`src/rtl/anfc_pkg.sv`:
```
// ============================================================================
// anfc_pkg
// Shared types, constants and the arctangent table for the clip plane block.
// ============================================================================
package anfc_pkg;

    localparam int FRAC_BITS_DEF    = 16;
    localparam int CORDIC_STEPS_DEF = 16;

    // Angles in Q.30, held at 34 bits so a full Q2.13 input fits before reduction.
    localparam logic signed [33:0] ANG_PI      = 34'sd3373259426;
    localparam logic signed [33:0] ANG_HALF_PI = 34'sd1686629713;
    localparam logic signed [31:0] CORDIC_GAIN = 32'sd652032874;
    localparam logic signed [19:0] MARGIN_Q32  = 20'sd429497;
    localparam longint             OUT_MAX     = 64'h7FFF_FFFF;
    localparam int                 TINY_W      = 21;

    typedef struct packed {
        logic signed [15:0] pitch;
        logic signed [15:0] yaw;
        logic signed [31:0] cam_x;
        logic signed [31:0] cam_y;
        logic signed [31:0] cam_z;
        logic signed [31:0] box_min_x;
        logic signed [31:0] box_min_y;
        logic signed [31:0] box_min_z;
        logic signed [31:0] box_max_x;
        logic signed [31:0] box_max_y;
        logic signed [31:0] box_max_z;
    } anfc_in_t;

    typedef struct packed {
        logic [30:0] near_depth;
        logic [30:0] far_depth;
    } anfc_out_t;

    // Box corners relative to the camera, plus the smallest box extent.
    typedef struct packed {
        logic signed [32:0] lo_x;
        logic signed [32:0] lo_y;
        logic signed [32:0] lo_z;
        logic signed [32:0] hi_x;
        logic signed [32:0] hi_y;
        logic signed [32:0] hi_z;
        logic signed [32:0] ext;
    } anfc_rel_t;

    function automatic logic signed [31:0] atan_q30(input int idx);
        logic signed [31:0] r;
        case (idx)
            0:  r = 32'sd843314857;
            1:  r = 32'sd497837829;
            2:  r = 32'sd263043837;
            3:  r = 32'sd133525159;
            4:  r = 32'sd67021687;
            5:  r = 32'sd33543516;
            6:  r = 32'sd16775851;
            7:  r = 32'sd8388437;
            8:  r = 32'sd4194283;
            9:  r = 32'sd2097149;
            10: r = 32'sd1048576;
            11: r = 32'sd524288;
            12: r = 32'sd262144;
            13: r = 32'sd131072;
            14: r = 32'sd65536;
            15: r = 32'sd32768;
            16: r = 32'sd16384;
            17: r = 32'sd8192;
            18: r = 32'sd4096;
            19: r = 32'sd2048;
            20: r = 32'sd1024;
            21: r = 32'sd512;
            22: r = 32'sd256;
            23: r = 32'sd128;
            default: r = 32'sd0;
        endcase
        return r;
    endfunction

endpackage

```
`src/rtl/anfc_cordic.sv`:
```
// ============================================================================
// anfc_cordic
// Pipelined rotation-mode CORDIC: one micro-rotation per register stage.
// ============================================================================
module anfc_cordic #(
    parameter int CORDIC_STEPS = 16
) (
    input  logic               aclk,
    input  logic               en,
    input  logic signed [15:0] angle,
    output logic signed [31:0] cos_q,
    output logic signed [31:0] sin_q
);
    import anfc_pkg::*;

    logic signed [31:0] x_reg [0:CORDIC_STEPS];
    logic signed [31:0] y_reg [0:CORDIC_STEPS];
    logic signed [31:0] a_reg [0:CORDIC_STEPS];
    logic               neg_reg [0:CORDIC_STEPS];
    logic signed [31:0] cos_reg;
    logic signed [31:0] sin_reg;

    logic signed [33:0] a_full;
    logic signed [33:0] a_red;
    logic               neg_next;

    // Angles past a quarter turn are folded by pi; the result is negated at the end.
    always_comb begin
        a_full   = {angle[15], angle, 17'b0};
        a_red    = a_full;
        neg_next = 1'b0;
        if (a_full > ANG_HALF_PI) begin
            a_red    = a_full - ANG_PI;
            neg_next = 1'b1;
        end else if (a_full < -ANG_HALF_PI) begin
            a_red    = a_full + ANG_PI;
            neg_next = 1'b1;
        end
    end

    always_ff @(posedge aclk) begin
        if (en) begin
            x_reg[0]   <= CORDIC_GAIN;
            y_reg[0]   <= '0;
            a_reg[0]   <= a_red[31:0];
            neg_reg[0] <= neg_next;
        end
    end

    for (genvar i = 0; i < CORDIC_STEPS; i++) begin : g_step
        always_ff @(posedge aclk) begin
            if (en) begin
                if (a_reg[i] >= 0) begin
                    x_reg[i+1] <= x_reg[i] - (y_reg[i] >>> i);
                    y_reg[i+1] <= y_reg[i] + (x_reg[i] >>> i);
                    a_reg[i+1] <= a_reg[i] - atan_q30(i);
                end else begin
                    x_reg[i+1] <= x_reg[i] + (y_reg[i] >>> i);
                    y_reg[i+1] <= y_reg[i] - (x_reg[i] >>> i);
                    a_reg[i+1] <= a_reg[i] + atan_q30(i);
                end
                neg_reg[i+1] <= neg_reg[i];
            end
        end
    end

    always_ff @(posedge aclk) begin
        if (en) begin
            cos_reg <= neg_reg[CORDIC_STEPS] ? -x_reg[CORDIC_STEPS] : x_reg[CORDIC_STEPS];
            sin_reg <= neg_reg[CORDIC_STEPS] ? -y_reg[CORDIC_STEPS] : y_reg[CORDIC_STEPS];
        end
    end

    assign cos_q = cos_reg;
    assign sin_q = sin_reg;

endmodule

```
`config.mk`:
```
export PLATFORM = sky130hd
export DESIGN_NAME = anfc_cordic
export DESIGN_NICKNAME = d
export VERILOG_FILES = /design/src/rtl/anfc_pkg.sv /design/src/rtl/anfc_cordic.sv
export SDC_FILE = /design/constraint.sdc
export NUM_CORES = 2
export LEC_CHECK = 0
export BUFFER_PORTS_ARGS = -buffer_cell sky130_fd_sc_hd__buf_4
export CORE_MARGIN = 5
export CORE_UTILIZATION = 30
export CTS_CLUSTER_DIAMETER = 100
export DETAILED_ROUTE_END_ITERATION = 16
export PLACE_DENSITY = 0.55
export SETUP_SLACK_MARGIN = 0.15
export SYNTH_ARGS = -nofsm -noshare
export SYNTH_HDL_FRONTEND = slang
export SYNTH_SLANG_ARGS = --single-unit
```
`constraint.sdc`:
```
create_clock -name aclk -period 6.25 [get_ports aclk]
set_clock_uncertainty 0.2 [all_clocks]
set_input_delay 0 -clock aclk [delete_from_list [all_inputs] [get_ports aclk]]
set_output_delay 0 -clock aclk [all_outputs]
set_load 0.05 [all_outputs]
```
Yosys cells after proc, flatten, opt, wreduce, memory -nomap -nowiden
Memory sizes are Yosys's and may differ from the RTL's.
Cells that the tools add are included.

cells by class
  magnitude comparators = 18
  bitwise operators = 48
  add/subtract/negate cells = 99
  multiplexer cells = 152

operators with widths
  cell                                                                     count
  32-bit two-way mux                                                       52
  32-bit by 1-bit >= comparator with 1-bit output (second input constant)  16
  1-bit two-way mux                                                        100
  32-bit by 17-bit adder with 32-bit output                                2
  32-bit by 18-bit adder with 32-bit output                                2
  32-bit by 19-bit adder with 32-bit output                                2
  32-bit by 20-bit adder with 32-bit output                                2
  32-bit by 21-bit adder with 32-bit output                                2
  32-bit by 22-bit adder with 32-bit output                                2
  32-bit by 22-bit adder with 32-bit output (second input constant)        2
  32-bit by 23-bit adder with 32-bit output                                2
  32-bit by 24-bit adder with 32-bit output                                2
  32-bit by 25-bit adder with 32-bit output                                2
  32-bit by 26-bit adder with 32-bit output                                2
  32-bit by 27-bit adder with 32-bit output                                2
  32-bit by 28-bit adder with 32-bit output                                2
  32-bit by 29-bit adder with 32-bit output                                2
  32-bit by 30-bit adder with 32-bit output                                2
  32-bit by 31-bit adder with 32-bit output                                2
  32-bit by 31-bit adder with 32-bit output (second input constant)        2
  32-bit negation                                                          2
  32-bit by 17-bit subtractor with 32-bit output                           2
  32-bit by 18-bit subtractor with 32-bit output                           2
  32-bit by 19-bit subtractor with 32-bit output                           2
  45 further kinds                                                         107

word-level totals
  memories kept = 4
  register bits after elaboration = 64
  memory bits (writable) = 1649
  logic and storage cells = 323
  output and inout port bits = 64

memory list
  name     depth  width  rd ports  clocked after memory_dff  write ports  line               text
  a_reg    17     32     16        0                         17           anfc_cordic.sv:18  logic signed [31:0] a_reg [0:CORDIC_STEPS];
  x_reg    17     32     17        0                         17           anfc_cordic.sv:16  logic signed [31:0] x_reg [0:CORDIC_STEPS];
  y_reg    17     32     17        0                         17           anfc_cordic.sv:17  logic signed [31:0] y_reg [0:CORDIC_STEPS];
  neg_reg  17     1      17        0                         17           anfc_cordic.sv:19  logic neg_reg [0:CORDIC_STEPS];

Longest topological paths before layout
An unclocked memory read counts as a cell.

  word-level depth = 6
  gate-level depth with buffers = 23
  depth with buffers taken out = 20

Least setup slack after synthesis
Ideal clock, no wire load.

  path type = reg2reg
  from = memory a_reg[2][31]
  to = memory y_reg[3][28] (data pin)
  library setup time = 0.258 ns
  data required time = 5.792 ns
  buffers on the path = 6
  clock period less this slack = 5.101 ns
  data arrival time = 4.642 ns
  setup slack = 1.149 ns
  cell stages (with the launch flop) = 22
  cells stage by stage = edfxtp_1 > and2_1 > buf_2 > inv_1 > buf_2 > buf_2 > buf_2 > buf_2 > clkbuf_1 > o21ai_0 > nor2_1 > a21oi_1 > ha_1 > nand3_1 > a2111oi_1 > o311ai_0 > a21oi_1 > nand4_1 > a221oi_1 > a21o_1 > a21oi_1 > xnor2_1

RTL lines
  what             line
  start, declared  anfc_cordic.sv:18
  end, declared    anfc_cordic.sv:17

==> reports/results.env <==
FILL_CELLS=39191
SYNTH_AREA_PER_CELL_UM2=9.61
STATUS='finished, final reports clean'
MAX_SLEW_MARGIN_PCT=26.6
HOLD_CLASS='input port to flip-flop'
DIE_W_UM=631
SYN_TO_FINAL_GROWTH_PCT=11.2
WORSTREGTOREGCELLS=17
GLOBALROUTEMET3UTIL_PCT=1.41
HPWLAFTERDP_UM=242000
DESIGN.PORTCOUNT=82
CPMAXSTAGEDELAYCELL='nor4_1'
HOLD-WORST-SLACK_NS=0.128
SYNTHESIS.YOSYS.WARNINGS=0
ENDPOINT='x_reg[15][31]'
GLOBAL_ROUTE.OVERFLOW_TOTAL=0
CTS-HTREE-LEVELS=4
CLKLATENCYLATEPIN_NS=0.85
MOST-COMMON-LAYOUT-CELLS='edfxtp_1, ha_1, a21oi_1'
CPPEAKSTAGEDELAY_NS=0.65
AVGVIACOUNTPERCELL=5.14
USE_MET1_PCT=19.4
SYN_AREA_UM2=116000
FP.DIEAREA_UM2=398000
SETUP_VIOL=0
R2R_SLACK_NS=0.77
TOP_USAGE_LAYER='met2'
PLACEABLECOREAREA_UM2=383000
DETAILROUTE.VIA_COUNT=89093
ROOT_BUFFER='clkbuf_16'
SETUP_TNS_NS=0
GRT_MAX_DEGREE=124
PRE_CTS_SLACK_NS=0.860
WORSTPATHREQUIRED_NS=6.64
SETUP_REPAIR_AFTER_GLOBAL_ROUTING_MISSED_ITS_MARGIN='no'
FINALCRITICALPERIOD_NS=5.48
CTS.REPAIR.RESIZED=0
SYNTH_SEQUENTIAL_AREA_RATIO_PCT=36.3
FIRST_PASS_DRT_ITERATIONS=8
MAPPEDNETLISTNETS=13267
CLOCK_SINKS=1395
POSTROUTEANTENNANETS=0
CRITICALPATHCATEGORY='flip-flop to flip-flop'
GR-USAGE-MET2_PCT=25.9
GRT_FIRST_PASS_WIRELENGTH_UM=483000
CRITICAL_PATH.REG2REG.STARTPOINT='y_reg[14][23]'
MAX-CLOCK-PATH-BUFFERS=4
CP_COMMON_CELL='a21oi_1'
FLOORPLAN.INITIALDENSITY_PCT=30.2
LAYOUT-DRIVE-GT1-SHARE_PCT=5.26
WORST-PATH-MAX-FANOUT=7
SYN-INSTANCE-COUNT=12021
ROUTE.DETAILED.WL_PER_INST_UM=17.6
YOSYS_REG_BITS=1395
ANTENNA_FOUND_INITIAL=3
TOP_REG_CELL_SYNTH='edfxtp_1'
MOST_FREQUENT_STANDARD_CELL_IN_THE_LAYOUT_EXCLUDING_FILL_AND_TAP_CELLS='edfxtp_1'
FINAL-SEQ-AREA_UM2=41900
CRIT-REG2REG-CAPTURE='x_reg[15][31]'
CRIT_CHAIN='or4_1 > or3_1 > or3_1 > nor2_1 > a21oi_1 > xor2_1 > ha_1 > nand3_1 > inv_1 > nand4_1 > nor4_1 > o31ai_1 > o21ai_0 > a21oi_1 > o21bai_1 > a21oi_1 > xnor2_1'
VIAS_IN_THE_FIRST_GLOBAL_ROUTE=86045
PLACE_CONGESTION=0.882
LARGEST_REGISTER_FFS=481
YOSYS.CELL_TYPES.COUNT=105
DRT_ITER0_MARKERS=5752
FINALHOLDVIOLATIONS=0
CP-START-KIND='flip-flop'
SYNTH_EDF_COUNT=1395
TRITONCTS='built'
POSTSYNTH.ASYNCRESETSHARE_PCT=0
MULTIINPUTGATEAREA_UM2=70700
CTS_INSERTED_BUFFERS=171
FINALWORSTSETUPSLACK_NS=0.768
MAX-CAP-VIOLATIONS=0
FP-ROW-COUNT=227
WORSTSETUPENDPOINTTYPE='flip-flop'
DIEHEIGHT_UM=631
FINAL_NETS=13403
TIMING.FMAX_GHz=0.182
TIMING.CRITICAL_PATH.ARRIVAL_NS=5.87
TIMING.FINAL.MAX_SLEW_VIOLATIONS=0
CRIT_PATH_START='y_reg[14][23]'
MIN_PERIOD_OVER_PERIOD_PCT=87.7
WORST_SLEW_PIN_SLEW_NS=1.10
HOLD_START='angle[4]'
DRC=0
GR-USAGE-ALL-LAYERS_PCT=14.8
PATH_CLK_SLEW_NS=0.06
IO_BUFFERS=81
ROUTED_WIRELENGTH_UM=305000
-- metrics by stage --
| stage | instance area [um2] | util (%) | instances |
|---|---|---|---|
| floorplan | 116000 | - | 12021 |
| global placement | 122000 | 31.9 | 16973 |
| detailed placement | 122000 | 31.9 | 16973 |
| CTS | 128000 | 33.5 | 17330 |
| global route | 128000 | 33.5 | 17332 |
| finish | 128000 | 33.5 | 17332 |
-- cells by family after synthesis --
| family | after synthesis | share of synthesized area [%] |
|---|---|---|
| AOI/OAI and AO/OA | 3675 | 20.4 |
| xor gates and xnor gates | 1747 | 13.2 |
| adders and majority gates | 1231 | 13.6 |
| buffers and inverters | 769 | 2.53 |
| DFF | 1395 | 36.3 |
| muxes | 109 | 0.988 |
| and+or+nand+nor | 3095 | 13.0 |
-- worst max-delay path, delay by kind of cell (launching register included) --
kind	cells	cell delay, ns
compound gates	6	1.31
xor+xnor	2	0.34
fa+ha+maj	1	0.39
buf+inv	1	0.13
flops	1	0.46
simple gates	7	2.40
-- repair_timing --
item | in CTS | in global routing
endpoints found under the hold margin | 443 | 0
setup buffers | 0 | 0
hold buffers | 49 | 0
-- how the worst min path moves through the flow --
stage,to,slack (ns),cells past startpoint
4_1_cts,a_reg[0][21],0.02,5
2_1_floorplan,a_reg[0][13],-0.09,0
3_5_place_dp,a_reg[0][31],0.14,2
6_report,a_reg[0][21],0.13,5
5_1_grt,a_reg[0][21],0.12,5
3_3_place_gp,a_reg[0][31],0.15,2
-- cell type report --
type / count / share of cell area (%)
clock buffer: 200 / 3.48
clock inverter: 108 / 0.931
multi-input combinational: 9857 / 55.1
inverter: 486 / 1.42
sequential: 1395 / 32.6
antenna: 2 / 0.00390
tap: 5038 / 4.91
timing repair buffer: 246 / 1.57
-- synthesized netlist by cell type, types with 39 or more instances --
cell | number | area share (%)
a21o_1 | 607 | 3.9
o21bai_1 | 159 | 1.0
or4_1 | 39 | 0.25
mux2_2 | 40 | 0.39
nand4_1 | 99 | 0.54
or3_1 | 102 | 0.55
a31oi_1 | 139 | 0.75
and2_1 | 78 | 0.42
nand2_1 | 726 | 2.4
nor3_1 | 265 | 1.1
xor2_1 | 564 | 4.3
ha_1 | 1190 | 13
and3_1 | 116 | 0.63
nor2b_1 | 115 | 0.62
inv_1 | 478 | 1.6
or2_2 | 59 | 0.32
xnor2_1 | 1183 | 9.0
o31ai_1 | 130 | 0.84
edfxtp_1 | 1395 | 36
o21a_1 | 156 | 1.0
nor4_1 | 96 | 0.52
nand3_1 | 197 | 0.85
o41ai_1 | 68 | 0.52
nor2_1 | 925 | 3.0
clkbuf_1 | 232 | 0.75
o31a_1 | 51 | 0.39
mux2i_1 | 69 | 0.60
o21ai_0 | 622 | 2.7
a211oi_1 | 109 | 0.71
nand2b_1 | 158 | 0.86
a21oi_1 | 1189 | 5.2
-- metal layers --
metal / wire length [um] / part of all wire [%]
met1: 139000 / 46
met4: 8870 / 2.9
met5: 0 / 0
met3: 10000 / 3.3
met2: 147000 / 48
Power is left out: the tool's default activity adds up to more than one toggle a clock period on the data nets, which glitch-free logic cannot reach.
